==> src/hdl/sdd_pkg.sv <==
// Shared constants for the shuffled deck dealer.
package sdd_pkg;

	localparam int CARD_W = 6;
	localparam int RANK_W = 4;
	localparam int SUIT_W = 2;
	localparam int REM_W  = 6;
	localparam int ENT_W  = 32;
	localparam int SEED_W = 32;
	localparam int DRAW_W = 16;

	localparam logic [SEED_W-1:0] LCG_MUL    = 32'd1664525;
	localparam logic [SEED_W-1:0] LCG_ADD    = 32'd1013904223;
	localparam logic [SEED_W-1:0] SEED_RESET = 32'h04B1465C;
	localparam logic [SEED_W-1:0] MIX_CONST  = 32'hC0FFEE11;

	localparam logic CMD_DEAL    = 1'b0;
	localparam logic CMD_SHUFFLE = 1'b1;

endpackage

==> src/hdl/sdd_mod.sv <==
// Bit-serial remainder unit: num mod den, one dividend bit per cycle.
module sdd_mod #(
	parameter int DIV_W = 7
) (
	input  logic                      clk,
	input  logic                      arst_n,
	input  logic                      start,
	input  logic [sdd_pkg::DRAW_W-1:0] num,
	input  logic [DIV_W-1:0]          den,
	output logic                      done,
	output logic [DIV_W-1:0]          rem
);
	import sdd_pkg::*;

	localparam int STEP_W = $clog2(DRAW_W);

	logic [DRAW_W-1:0] num_q;
	logic [DIV_W-1:0]  den_q;
	logic [DIV_W-1:0]  rem_q;
	logic [STEP_W-1:0] cnt_q;
	logic              run_q;
	logic              done_q;
	logic [DIV_W:0]    trial;
	logic [DIV_W:0]    diff;
	logic              take;

	always_comb begin
		trial = {rem_q, num_q[DRAW_W-1]};
		take  = (trial >= {1'b0, den_q});
		diff  = trial - {1'b0, den_q};
	end

	always_ff @(posedge clk or negedge arst_n) begin
		if (!arst_n) begin
			run_q  <= 1'b0;
			done_q <= 1'b0;
			cnt_q  <= '0;
		end else begin
			done_q <= 1'b0;
			if (start) begin
				num_q <= num;
				den_q <= den;
				rem_q <= '0;
				cnt_q <= '0;
				run_q <= 1'b1;
			end else if (run_q) begin
				num_q <= num_q << 1;
				rem_q <= take ? diff[DIV_W-1:0] : trial[DIV_W-1:0];
				cnt_q <= cnt_q + STEP_W'(1);
				if (cnt_q == STEP_W'(DRAW_W - 1)) begin
					run_q  <= 1'b0;
					done_q <= 1'b1;
				end
			end
		end
	end

	assign done = done_q;
	assign rem  = rem_q;

endmodule

==> src/hdl/shuffled_deck_dealer.sv <==
// Top level of the shuffled deck dealer: shoe memory, generator and sequencer.
//
// Usage: raise start with cmd and entropy while busy is low; the item is
// taken at that clock edge. cmd deal pops the top card of the shoe; cmd
// reshuffle mixes entropy into the seed, loads the shoe in order, shuffles
// it and deals the first card. Each item gives one result on card, rank,
// suit, remaining and empty_res, shown for one cycle with done high. There
// is no back pressure: the result must be taken in that cycle.
// A deal from an empty shoe registers its result on acceptance; a deal
// reads the shoe on acceptance and registers the card in ST_DEAL.
// A reshuffle fills DECK_SIZE cards in ST_FILL, then runs DECK_SIZE-1 swap
// steps (ST_LCG, ST_DRAW, ST_WAIT on the serial remainder unit, ST_SWAP_RD,
// ST_WR_I, ST_WR_J), then ST_FIRST and ST_DEAL. busy stays high meanwhile.
// A new item may be accepted in the cycle the previous result is shown.
// Reset sets the seed to its start value and empties the shoe; a deal
// before the first reshuffle reports an empty shoe.
module shuffled_deck_dealer #(
	parameter int DECK_SIZE = 52,
	parameter int RANKS     = 13
) (
	input  logic                       clk,
	input  logic                       arst_n,
	input  logic                       start,
	output logic                       busy,
	input  logic                       cmd,
	input  logic [sdd_pkg::ENT_W-1:0]  entropy,
	output logic                       done,
	output logic [sdd_pkg::CARD_W-1:0] card,
	output logic [sdd_pkg::RANK_W-1:0] rank,
	output logic [sdd_pkg::SUIT_W-1:0] suit,
	output logic [sdd_pkg::REM_W-1:0]  remaining,
	output logic                       empty_res
);
	import sdd_pkg::*;

	localparam int IDX_W = $clog2(DECK_SIZE);
	localparam int CNT_W = $clog2(DECK_SIZE + 1);

	typedef enum logic [3:0] {
		ST_IDLE, ST_DEAL, ST_FILL, ST_LCG, ST_DRAW, ST_WAIT,
		ST_SWAP_RD, ST_WR_I, ST_WR_J, ST_FIRST
	} state_t;

	state_t             state_q;
	logic [SEED_W-1:0]  seed_q;
	logic [CNT_W-1:0]   cards_left_q;
	logic [IDX_W-1:0]   i_q;
	logic [IDX_W-1:0]   j_q;
	logic               done_q;
	logic [CARD_W-1:0]  card_q;
	logic [RANK_W-1:0]  rank_q;
	logic [SUIT_W-1:0]  suit_q;
	logic [REM_W-1:0]   remaining_q;
	logic               empty_q;

	logic [CARD_W-1:0]  shoe_mem [DECK_SIZE];
	logic [CARD_W-1:0]  rd_a_q;
	logic [CARD_W-1:0]  rd_b_q;

	logic [RANK_W-1:0]  rank_tbl [DECK_SIZE];
	logic [SUIT_W-1:0]  suit_tbl [DECK_SIZE];

	logic               accept;
	logic [CNT_W-1:0]   cl_dec;
	logic               rd_en;
	logic [IDX_W-1:0]   rd_a_addr;
	logic               wr_en;
	logic [IDX_W-1:0]   wr_addr;
	logic [CARD_W-1:0]  wr_data;
	logic               div_start;
	logic               div_done;
	logic [CNT_W-1:0]   div_rem;
	logic [CNT_W-1:0]   div_den;
	logic [SEED_W-1:0]  seed_next;
	logic [IDX_W-1:0]   top_idx;

	for (genvar g = 0; g < DECK_SIZE; g++) begin : g_tbl
		assign rank_tbl[g] = RANK_W'(g % RANKS);
		assign suit_tbl[g] = SUIT_W'(g / RANKS);
	end

	always_comb begin
		accept    = start && (state_q == ST_IDLE);
		cl_dec    = cards_left_q - CNT_W'(1);
		top_idx   = IDX_W'(DECK_SIZE - 1);
		rd_en     = (accept && cmd == CMD_DEAL && cards_left_q != '0)
			|| (state_q == ST_FIRST) || (state_q == ST_SWAP_RD);
		rd_a_addr = (state_q == ST_SWAP_RD) ? i_q : cl_dec[IDX_W-1:0];
		wr_en     = (state_q == ST_FILL) || (state_q == ST_WR_I) || (state_q == ST_WR_J);
		wr_addr   = (state_q == ST_WR_J) ? j_q : i_q;
		case (state_q)
			ST_FILL: wr_data = CARD_W'(i_q);
			ST_WR_I: wr_data = rd_b_q;
			default: wr_data = rd_a_q;
		endcase
		div_start = (state_q == ST_DRAW);
		div_den   = CNT_W'(i_q) + CNT_W'(1);
		seed_next = seed_q * LCG_MUL + LCG_ADD;
	end

	always_ff @(posedge clk) begin
		if (wr_en) begin
			shoe_mem[wr_addr] <= wr_data;
		end
		if (rd_en) begin
			rd_a_q <= shoe_mem[rd_a_addr];
			rd_b_q <= shoe_mem[j_q];
		end
	end

	sdd_mod #(
		.DIV_W(CNT_W)
	) u_mod (
		.clk   (clk),
		.arst_n(arst_n),
		.start (div_start),
		.num   (seed_q[SEED_W-1 -: DRAW_W]),
		.den   (div_den),
		.done  (div_done),
		.rem   (div_rem)
	);

	always_ff @(posedge clk or negedge arst_n) begin
		if (!arst_n) begin
			state_q      <= ST_IDLE;
			seed_q       <= SEED_RESET;
			cards_left_q <= '0;
			i_q          <= '0;
			j_q          <= '0;
			done_q       <= 1'b0;
			card_q       <= '0;
			rank_q       <= '0;
			suit_q       <= '0;
			remaining_q  <= '0;
			empty_q      <= 1'b0;
		end else begin
			done_q <= 1'b0;
			case (state_q)
				ST_IDLE: begin
					if (accept) begin
						if (cmd == CMD_SHUFFLE) begin
							seed_q  <= seed_q ^ (entropy << 11) ^ MIX_CONST;
							i_q     <= '0;
							state_q <= ST_FILL;
						end else if (cards_left_q == '0) begin
							done_q      <= 1'b1;
							card_q      <= '0;
							rank_q      <= '0;
							suit_q      <= '0;
							remaining_q <= '0;
							empty_q     <= 1'b1;
						end else begin
							state_q <= ST_DEAL;
						end
					end
				end
				ST_FILL: begin
					if (i_q == top_idx) begin
						state_q <= ST_LCG;
					end else begin
						i_q <= i_q + IDX_W'(1);
					end
				end
				ST_LCG: begin
					seed_q  <= seed_next;
					state_q <= ST_DRAW;
				end
				ST_DRAW: begin
					state_q <= ST_WAIT;
				end
				ST_WAIT: begin
					if (div_done) begin
						j_q     <= div_rem[IDX_W-1:0];
						state_q <= ST_SWAP_RD;
					end
				end
				ST_SWAP_RD: begin
					state_q <= ST_WR_I;
				end
				ST_WR_I: begin
					state_q <= ST_WR_J;
				end
				ST_WR_J: begin
					if (i_q == IDX_W'(1)) begin
						cards_left_q <= CNT_W'(DECK_SIZE);
						state_q      <= ST_FIRST;
					end else begin
						i_q     <= i_q - IDX_W'(1);
						state_q <= ST_LCG;
					end
				end
				ST_FIRST: begin
					state_q <= ST_DEAL;
				end
				ST_DEAL: begin
					cards_left_q <= cl_dec;
					done_q       <= 1'b1;
					card_q       <= rd_a_q;
					rank_q       <= rank_tbl[rd_a_q[IDX_W-1:0]];
					suit_q       <= suit_tbl[rd_a_q[IDX_W-1:0]];
					remaining_q  <= REM_W'(cl_dec);
					empty_q      <= 1'b0;
					state_q      <= ST_IDLE;
				end
				default: begin
					state_q <= ST_IDLE;
				end
			endcase
		end
	end

	assign busy      = (state_q != ST_IDLE);
	assign done      = done_q;
	assign card      = card_q;
	assign rank      = rank_q;
	assign suit      = suit_q;
	assign remaining = remaining_q;
	assign empty_res = empty_q;

endmodule
==> config.mk <==
export PLATFORM = sky130hd
export DESIGN_NAME = shuffled_deck_dealer
export DESIGN_NICKNAME = d
export VERILOG_FILES = /design/src/hdl/sdd_pkg.sv /design/src/hdl/sdd_mod.sv /design/src/hdl/shuffled_deck_dealer.sv
export SDC_FILE = /design/constraint.sdc
export NUM_CORES = 1
export LEC_CHECK = 0
export BUFFER_PORTS_ARGS = -buffer_cell sky130_fd_sc_hd__buf_2
export CORE_AREA = 3 3 184 258
export DETAILED_ROUTE_END_ITERATION = 6
export DIE_AREA = 0 0 187 261
export PLACE_DENSITY = 0.78
export SYNTH_ARGS = -nofsm -noshare
export SYNTH_HDL_FRONTEND = slang
export SYNTH_SLANG_ARGS = --single-unit
==> constraint.sdc <==
create_clock -name clk -period 6.42 [get_ports clk]
set_clock_uncertainty 0.15 [all_clocks]
set_input_delay 0.642 -clock clk [delete_from_list [all_inputs] [get_ports clk]]
set_output_delay 0.642 -clock clk [all_outputs]
set_load 0.1 [all_outputs]
==> metrics.md, run 1 <==
| Metric | Value |
|---|---|
| TNS Setup | `0 ns` |
| Predominant post-synthesis flop cell | `edfxtp_1` |
| Ys async rst share | `18.5%` |
| Fin crit period | `6.29 ns` |
| Worst reg2reg endpoint | `seed_q[29]` |
| H-Tree Depth | `2` |
| Synth Area in XOR/XNOR | `1.88%` |
| Core area | `45200 sq um` |
| Placer Congestion | `0.994` |
| Vias | `18000` |
| Reg2Reg Depth | `21` |
| Starting density of the core | `61.9%` |
| Boundary Pins | `57` |
| Vias/cell | `6.39` |
| Post-synth EDFFs | `352` |
| Die width | `187 um` |
| Die footprint | `48800 sq um` |
| RR Startpoint | `seed_q[2]` |
| Max cap viols | `0` |
| Post-synthesis simple-gate area fraction | `6.07%` |
| Final hold violations | `0` |
| WS Path Type | `flop to flop` |
| Initial DRT Pass Iterations | `6` |
| Mapped Area | `28000 sq um` |
| Initial antenna violation count | `0` |
| Clk slew on worst S/H paths | `0.07 ns` |
| Peak Freq | `159 MHz` |
| Final setup vio count | `0` |
| Clock sink count | `432` |
| Worst Path Required | `6.73 ns` |
| Ratio of cells with drive above 1 in the final layout | `18.9%` |
| Synth Net Count | `2471` |
| Synth top area share | `37.7%` |
| Worst-margin pin slew | `1.27 ns` |
| Sequential area share after synthesis | `44.9%` |
| Critical Path Sink | `seed_q[29]` |
| Slew HR | `15.3%` |
| Vias in the first global route | `19000` |
| Dpl hpwl | `50900 um` |
| Pin count of the biggest net entering global routing | `79` |
| Synth warnings | `0` |
| Rows | `92` |
| Tot GR Track Use | `29.2%` |
| 1st-iter DRT viols | `1568` |
| Compound-Gate Fraction of Synth Area | `7.23%` |
| Die Ht | `261 um` |
| Element type at the critical path start | `flop` |
| Syn avg cell area | `13.2 sq um` |
| Gr ovfl total | `0` |
| Port bufs | `45` |
| ANT nets after route | `0` |
| CP startpoint | `seed_q[2]` |
| CTS tree | `yes` |
| Distinct cell type count after synthesis | `70` |
| Status | `completed` |
| Most frequent cells in the layout | `edfxtp_1, inv_1, mux4_2, ha_1, fa_1` |
| Max Transition Viols Final | `0` |
| Area grow syn2layout | `9.35%` |
| Synth area leaders | `edfxtp_1, mux4_2, fa_1` |
| Synth Register Bits | `432` |
| Fin nets | `2521` |
| Clk Latency, worst-skew pair | `0.58 ns` |
| First-pass GRT wire length | `109000 um` |
| Synth Area in Adders | `17.7%` |
| Overall routed net length | `70200 um` |
| Clock root cell | `clkbuf_16` |
| Most common cell after layout, fill and taps aside | `edfxtp_1` |
| DRC violations left | `0` |
| Arrival time at the worst endpoint | `6.60 ns` |
| Synth Instances | `2121` |
| Post-synthesis mux area share | `16.7%` |
| Crit share post-route | `98.0%` |
| WL per Instance | `24.9 um` |
| Max Root-Sink Buffers | `3` |
| CP Capture Type | `flop` |
| Max FO, Critical Path | `7` |
| Reg2Reg Setup Slack | `0.13 ns` |
| Worst Hold Class | `primary input to flop` |
| Largest family of logic cells by synthesized area | `adder cells` |
| CTS Buf Count | `44` |
| Yosys top cell by area | `edfxtp_1` |
[metal layers]
layer / wire length [um] / GRT usage, %
met1: 23900 / 33.2
met3: 4010 / 3.75
met5: 0 / 0
met2: 37800 / 53.5
met4: 4520 / 16.5
[flip-flops by register name, summed over array words and instances, names as in the netlist]
register	flops
u_mod.num_q	16
i_q	6
state_q	4
done	1
cards_left_q	6
j_q	6
empty_res	1
shoe_mem	312
u_mod.rem	6
seed_q	32
rd_b_q	6
card	6
remaining	6
u_mod.cnt_q	4
suit	2
rank	4
u_mod.done	1
u_mod.run_q	1
u_mod.den_q	6
rd_a_q	6
[how the worst min path moves through the flow]
stage               start    endpoint  slack [ns]  depth (start not counted)
2_1_floorplan      arst_n     card[0]        0.20                          0
6_report       entropy[5]  seed_q[16]        0.18                          3
4_1_cts        entropy[5]  seed_q[16]        0.16                          3
5_1_grt        entropy[5]  seed_q[16]        0.18                          3
3_5_place_dp      suit[0]     suit[0]        0.31                          2
3_3_place_gp      rank[0]     rank[0]        0.32                          2
[through the flow]
| step | hold slack [ns] | cells | util (%) | area, sq um | worst slack, ns |
|---|---|---|---|---|---|
| 2_1_floorplan | 0.196 | 2121 | - | 28000 | 0.543 |
| 3_3_place_gp | 0.316 | 2732 | 64.2 | 29000 | -0.0878 |
| 3_5_place_dp | 0.315 | 2732 | 64.2 | 29000 | -0.164 |
| 4_1_cts | 0.160 | 2813 | 67.5 | 30500 | 0.0332 |
| 5_1_grt | 0.183 | 2816 | 67.7 | 30600 | -0.0302 |
| 6_report | 0.179 | 2817 | 67.7 | 30600 | 0.130 |
[worst max-delay path: stages (launching register included)]
cell       delay, ns
dfstp_2         0.61
inv_1           0.09
ha_1            0.35
xnor2_1         0.15
ha_1            0.18
a21o_1          0.19
fa_1            0.45
fa_1            0.53
inv_1           0.05
fa_1            0.47
inv_1           0.05
fa_1            0.49
fa_1            0.47
ha_4            0.34
nand4_1         0.20
nor2_4          0.19
o2111ai_4       0.19
a311oi_2        0.37
buf_4           0.18
a311o_1         0.17
a21oi_1         0.06
a211o_1         0.23
[cell families after synthesis]
group,after synthesis
flops,432
buf+inv,387
simple gates,372
compound gates,320
fa+ha+maj,314
mux,236
xor+xnor,60
[cells in the mapped netlist, drive strengths merged, types with 6 or more instances]
cell	number
a22o	8
buf	44
clkbuf	56
fa	138
nand2	120
a22oi	12
nor3	18
a31oi	13
o21a	6
edfxtp	352
and2	7
nor2b	21
nor2	121
a211oi	43
nand4	7
o221ai	6
xor2	19
or2	7
a21o	12
nand2b	17
mux4	180
dfrtp	68
o31ai	7
o21ai	83
mux2i	34
o211ai	6
a21oi	79
o22ai	12
ha	176
xnor2	41
nand3	26
dfstp	12
inv	287
mux2	22
[cell type report]
class / instances / area, sq um
clock buffer: 54 / 1160
sequential: 432 / 12600
timing repair buffer: 104 / 706
inverter: 287 / 1080
clock inverter: 26 / 295
antenna: 1 / 2.50
multi-input combinational: 1302 / 14000
tap: 611 / 764
fill: 3081 / 14600
[what timing repair did]
action                                  4_1_cts  5_1_grt
pin swaps                                     0        4
cloned                                        0        0
endpoints found under the hold margin        14        0
endpoints found under the setup margin        4        4
buffers inserted                              0        2
hold buffers                                  1        0
gates resized for setup                       4       12
Power of run 1 is not shown: default switching activity piles up to over one toggle a cycle in this logic, so the estimate is an artifact.
==> run 2, diff against run 1 <==
- CORE_AREA: 3 3 184 258 -> 3 3 195 244
- DIE_AREA: 0 0 187 261 -> 0 0 198 247
==> run 2 against run 1 <==
  * Worst setup slack improved by 0.019 ns
  * Global-route usage fell by 0.37 points
  * Design area is 0.73% lower
  * Die area rose by 0.20%
  * Hold slack worse by 0.00066 ns
  * Final cell count down 1.5%
  * Register-to-register slack improved by 0.02 ns
==> metrics.md, run 2 (synthesized netlist as in run 1, its figures left out) <==
| Metric | Value |
|---|---|
| Core area | `45300 sq um` |
| Clock sink count | `432` |
| Utilization after layout | `67.2%` |
| Overall routed net length | `68400 um` |
| Slew HR | `15.1%` |
| Slowest cell delay on critical path | `0.62 ns` |
| # diodes | `0` |
| Rows | `87` |
| CTS tree | `yes` |
| Tot GR Track Use | `28.8%` |
| Fin Hold WS | `0.179 ns` |
| Worst Hold Class | `primary input to flop` |
| Dpl hpwl | `49300 um` |
| ANT nets after route | `0` |
| Hold depth | `3` |
| Worst reg2reg endpoint | `seed_q[29]` |
| RR Startpoint | `seed_q[4]` |
| Largest Register | `shoe_mem` |
| Initial DRT Pass Iterations | `5` |
| Sink of the worst hold path | `seed_q[26]` |
| Fin nets | `2512` |
| WS Path Type | `flop to flop` |
| 1st-iter DRT viols | `1725` |
| Area grow syn2layout | `8.55%` |
| Clk Latency, worst-skew pair | `0.58 ns` |
| Most frequent cells in the layout | `edfxtp_1, inv_1, mux4_2, ha_1, fa_1` |
| Ratio of cells with drive above 1 in the final layout | `18.3%` |
| Die footprint | `48900 sq um` |
| Fin crit period | `6.27 ns` |
| Worst-margin pin slew | `1.27 ns` |
| Peak Freq | `159 MHz` |
| Vias in the first global route | `18700` |
| Vias/cell | `6.50` |
| CTS Buf Count | `43` |
| Die width | `198 um` |
| CP max stage cell | `dfstp_2` |
| Initial antenna violation count | `1` |
| Regs by FF count | `shoe_mem x312, seed_q x32, u_mod.num_q x16` |
| Pin count of the biggest net entering global routing | `79` |
| CP Capture Type | `flop` |
| Final hold violations | `0` |
| First-pass GRT wire length | `107000 um` |
| CP bufs+invs | `5` |
| Reg2Reg Depth | `20` |
| Starting density of the core | `61.9%` |
| Max cap viols | `0` |
| CP Cell Sequence | `ha_1, fa_1, inv_1, fa_1, fa_1, inv_1, fa_1, fa_1, inv_1, fa_1, inv_1, ha_1, nand4_1, nor2_2, o2111ai_2, a311oi_2, buf_4, a311o_1, a21oi_1, a211o_1` |
| Sequential cell area | `12600 sq um` |
| Port bufs | `45` |
| H-Tree Depth | `2` |
| Max Transition Viols Final | `0` |
| DRC violations left | `0` |
| Multi-input logic area | `14000 sq um` |
| Clk slew on worst S/H paths | `0.06 ns` |
| RSZ-0062 raised after global routing | `false` |
| Max Root-Sink Buffers | `3` |
| WL per Instance | `24.7 um` |
| Worst Path Required | `6.74 ns` |
| Clock root cell | `clkbuf_16` |
| Largest delay share family, worst path | `adder cells` |
| Critical Path Most Common Cell | `fa_1` |
| Min-delay src | `entropy[15]` |
| Reg2Reg Setup Slack | `0.15 ns` |
| Die Ht | `247 um` |
| Boundary Pins | `57` |
| Max FFs per register | `312` |
| Vias | `18000` |
| Element type at the critical path start | `flop` |
| Most common cell after layout, fill and taps aside | `edfxtp_1` |
| Placer Congestion | `0.944` |
| Fill count | `3139` |
| Arrival time at the worst endpoint | `6.59 ns` |
| Gr ovfl total | `0` |
| Final setup vio count | `0` |
| Max FO, Critical Path | `8` |
| Status | `completed` |
| Crit share post-route | `97.7%` |
## run 2: cell types whose count changed in the layout (fill, tap and decap cells not counted), sizes merged
cell | before | now
buf | 103 | 95
bufinv | 4 | 3
clkbuf | 54 | 57
clkinv | 15 | 16
clkinvlp | 3 | 1
diode | 1 | 0
inv | 291 | 289
## run 2: per-stage QoR
step	setup WS, ns	setup TNS, ns	cells	area (sq um)
floorplan	0.543	0	2121	28000
global placement	-0.0165	-0.0165	2691	28900
detailed placement	0.00110	0	2691	28900
CTS	0.0463	0	2771	30400
global route	0.00217	0	2774	30400
finish	0.149	0	2774	30400
## run 2: final cells by class
cell class | count | share of cell area, %
Multi-Input combinational cell | 1302 | 45.9
Sequential cell | 432 | 41.4
Clock buffer | 57 | 3.90
Inverter | 287 | 3.54
Tap cell | 578 | 2.38
Timing Repair Buffer | 96 | 2.10
Clock inverter | 22 | 0.757
## run 2: worst reg2reg max path, stage by stage (launching register included)
cell       delay, ns
dfstp_2         0.62
ha_1            0.29
fa_1            0.52
inv_1           0.07
fa_1            0.45
fa_1            0.49
inv_1           0.05
fa_1            0.45
fa_1            0.49
inv_1           0.05
fa_1            0.47
inv_1           0.04
ha_1            0.42
nand4_1         0.21
nor2_2          0.18
o2111ai_2       0.22
a311oi_2        0.36
buf_4           0.19
a311o_1         0.16
a21oi_1         0.05
a211o_1         0.23
## run 2: worst max-delay path by stage
stage	start	end	slack, ns	depth (start not counted)
after floorplan	seed_q[1]	seed_q[29]	0.54	20
final	seed_q[4]	seed_q[29]	0.15	20
after global routing	seed_q[2]	seed_q[29]	0.002	19
after CTS	seed_q[2]	seed_q[29]	0.05	22
after global placement	seed_q[4]	seed_q[29]	-0.02	20
after detailed placement	seed_q[2]	seed_q[29]	0.001	22
## run 2: repair_timing
item | in CTS | in global routing
hold endpoints to repair | 20 | 0
setup buffers | 0 | 3
pin swaps | 0 | 5
hold buffers | 1 | 0
resized for setup | 1 | 8
endpoints found under the setup margin | 1 | 3
## run 2: routing by layer
| metal | wire [um] | GRT usage (%) |
|---|---|---|
| met5 | 0 | 0 |
| met4 | 3850 | 14.5 |
| met3 | 4520 | 4.12 |
| met2 | 35900 | 51.0 |
| met1 | 24200 | 34.7 |
Power of run 2 is left out for the same reason.
==> run 3, diff against run 2 <==
- CORE_AREA: 3 3 195 244 -> 3 3 258 323
- DIE_AREA: 0 0 198 247 -> 0 0 261 326
- PLACE_DENSITY: 0.78 -> default
==> run 3 against run 2 <==
  * The run now ends with DRC left
  * Hold slack lost 0.0017 ns
  * Global-route usage shrank 12 points
  * Critical path depth shrank 1
  * Critical path type unchanged
==> metrics.md, run 3 (synthesized netlist as in run 1, its figures left out) <==
| Metric | Value |
|---|---|
| Initial antenna violation count | `3` |
| Worst Hold Class | `primary input to flop` |
| Vias in the first global route | `18600` |
| Largest delay share family, worst path | `adder cells` |
| Die footprint | `85100 sq um` |
| Final setup vio count | `0` |
| Gr ovfl total | `0` |
| Slowest cell delay on critical path | `0.62 ns` |
| Rows | `116` |
| Max cap viols | `0` |
| Status | `complete, but fails checks` |
| Dpl hpwl | `53000 um` |
| Clock sink count | `432` |
| Clk slew on worst S/H paths | `0.06 ns` |
| Fin crit period | `6.20 ns` |
| Die Ht | `326 um` |
| CTS tree | `yes` |
| H-Tree Depth | `2` |
| Met3 WL post-DR | `4280 um` |
| Arrival time at the worst endpoint | `6.53 ns` |
| Worst-margin pin slew | `1.34 ns` |
| Most frequent cells in the layout | `edfxtp_1, inv_1, mux4_2, ha_1, fa_1` |
| Placed cell count | `3188` |
| CP Cell Sequence | `ha_1, fa_1, inv_1, fa_1, fa_1, inv_1, fa_1, fa_1, inv_1, fa_1, inv_1, ha_2, nand4_1, o311a_1, a311oi_1, buf_4, a311o_1, a21oi_1, a211o_1` |
| Boundary Pins | `57` |
| CP Capture Type | `flop` |
| Tot GR Track Use | `17.0%` |
| Max FFs per register | `312` |
| CP max stage cell | `dfstp_2` |
| Most common cell after layout, fill and taps aside | `edfxtp_1` |
| CTS Buf Count | `48` |
| Regs by FF count | `shoe_mem x312, seed_q x32, u_mod.num_q x16` |
| Starting density of the core | `34.9%` |
| Fin cells | `3279` |
| Pin count of the biggest net entering global routing | `55` |
| Peak Freq | `161 MHz` |
| CP bufs+invs | `5` |
| Met1 wire length | `27800 um` |
| DR WL met2 | `37100 um` |
| Critical Path Most Common Cell | `fa_1` |
| Setup bufs post-CTS | `0` |
| Area post-placement | `29600 sq um` |
| Slew HR | `10.6%` |
| Vias | `17600` |
| 1st-iter DRT viols | `1578` |
| Finished Cell Area | `31300 sq um` |
| Max Root-Sink Buffers | `3` |
| Clk Latency, worst-skew pair | `0.60 ns` |
| Port bufs | `45` |
| Worst Path Required | `6.75 ns` |
| Highest metal used | `met5` |
| WL per Instance | `21.8 um` |
| First-pass GRT wire length | `111000 um` |
| Core area | `80300 sq um` |
| ANT nets after route | `0` |
| Initial DRT Pass Iterations | `7` |
| Overall routed net length | `71400 um` |
| Ratio of cells with drive above 1 in the final layout | `18.9%` |
| Die width | `261 um` |
| Max FO, Critical Path | `8` |
| DRC violations left | `1` |
| Final hold violations | `0` |
| Crit share post-route | `96.5%` |
| WS Path Type | `flop to flop` |
| Fin nets | `2527` |
| Failing checks | `DRC` |
| Clock root cell | `clkbuf_16` |
| Element type at the critical path start | `flop` |
| Area grow syn2layout | `11.7%` |
| Max Transition Viols Final | `0` |
| Placer Congestion | `0.927` |
| Largest Register | `shoe_mem` |
| Vias/cell | `5.36` |
-- run 3: changes by cell type in the layout (fill, tap and decap cells not counted), sizes merged --
cell      before  now
clkinv        16   20
clkinvlp       1    2
buf           95  105
diode          0    2
inv          289  288
bufinv         3    6
clkbuf        57   59
-- run 3: worst min-delay path: cells and delay by family --
family	cells	cell delay, ns
AO/OA/AOI/OAI	2	0.17
buffers and inverters	1	0.09
-- run 3: routing by layer --
| metal | vias to the layer above | global-route usage, % |
|---|---|---|
| met5 | - | 0 |
| met4 | 2 | 5.18 |
| met3 | 129 | 2.64 |
| met2 | 551 | 30.0 |
| met1 | 9020 | 21.3 |
| li1 | 7861 | - |
-- run 3: path summary, 6_finish.rpt --
path | to | start | slack [ns] | cells after the start
worst max-delay path | seed_q[29] | seed_q[4] | 0.22 | 19
worst min-delay path | seed_q[16] | entropy[5] | 0.18 | 3
worst max register to register | seed_q[29] | seed_q[4] | 0.22 | 19
worst min register to register | card[0] | card[0] | 0.33 | 2
max in group asynchronous | seed_q[19] | arst_n | 4.49 | 3
min in group asynchronous | seed_q[31] | arst_n | 0.42 | 2
-- run 3: layout make-up --
cell class	instances	area, sq um
Timing Repair Buffer	106	701
Clock buffer	59	1250
Tap cell	1062	1330
Antenna cell	2	5.00
Sequential cell	432	12600
Fill cell	7469	49000
Inverter	287	1080
Multi-Input combinational cell	1302	14000
Clock inverter	29	350
-- run 3: stage by stage --
step	hold WS (ns)	util (%)	worst slack, ns	setup TNS [ns]
after CTS	0.144	38.9	0.149	0
final	0.177	39.0	0.223	0
after floorplan	0.196	-	0.543	0
after detailed placement	0.319	36.9	0.177	0
after global placement	0.323	36.9	0.200	0
after global routing	0.189	39.0	-0.0117	-0.0117
-- run 3: timing repair --
action	CTS	global route
resized for setup	0	7
endpoints found under the hold margin	26	0
setup endpoints to repair	0	4
hold buffers	1	0
Power of run 3 is left out for the same reason.
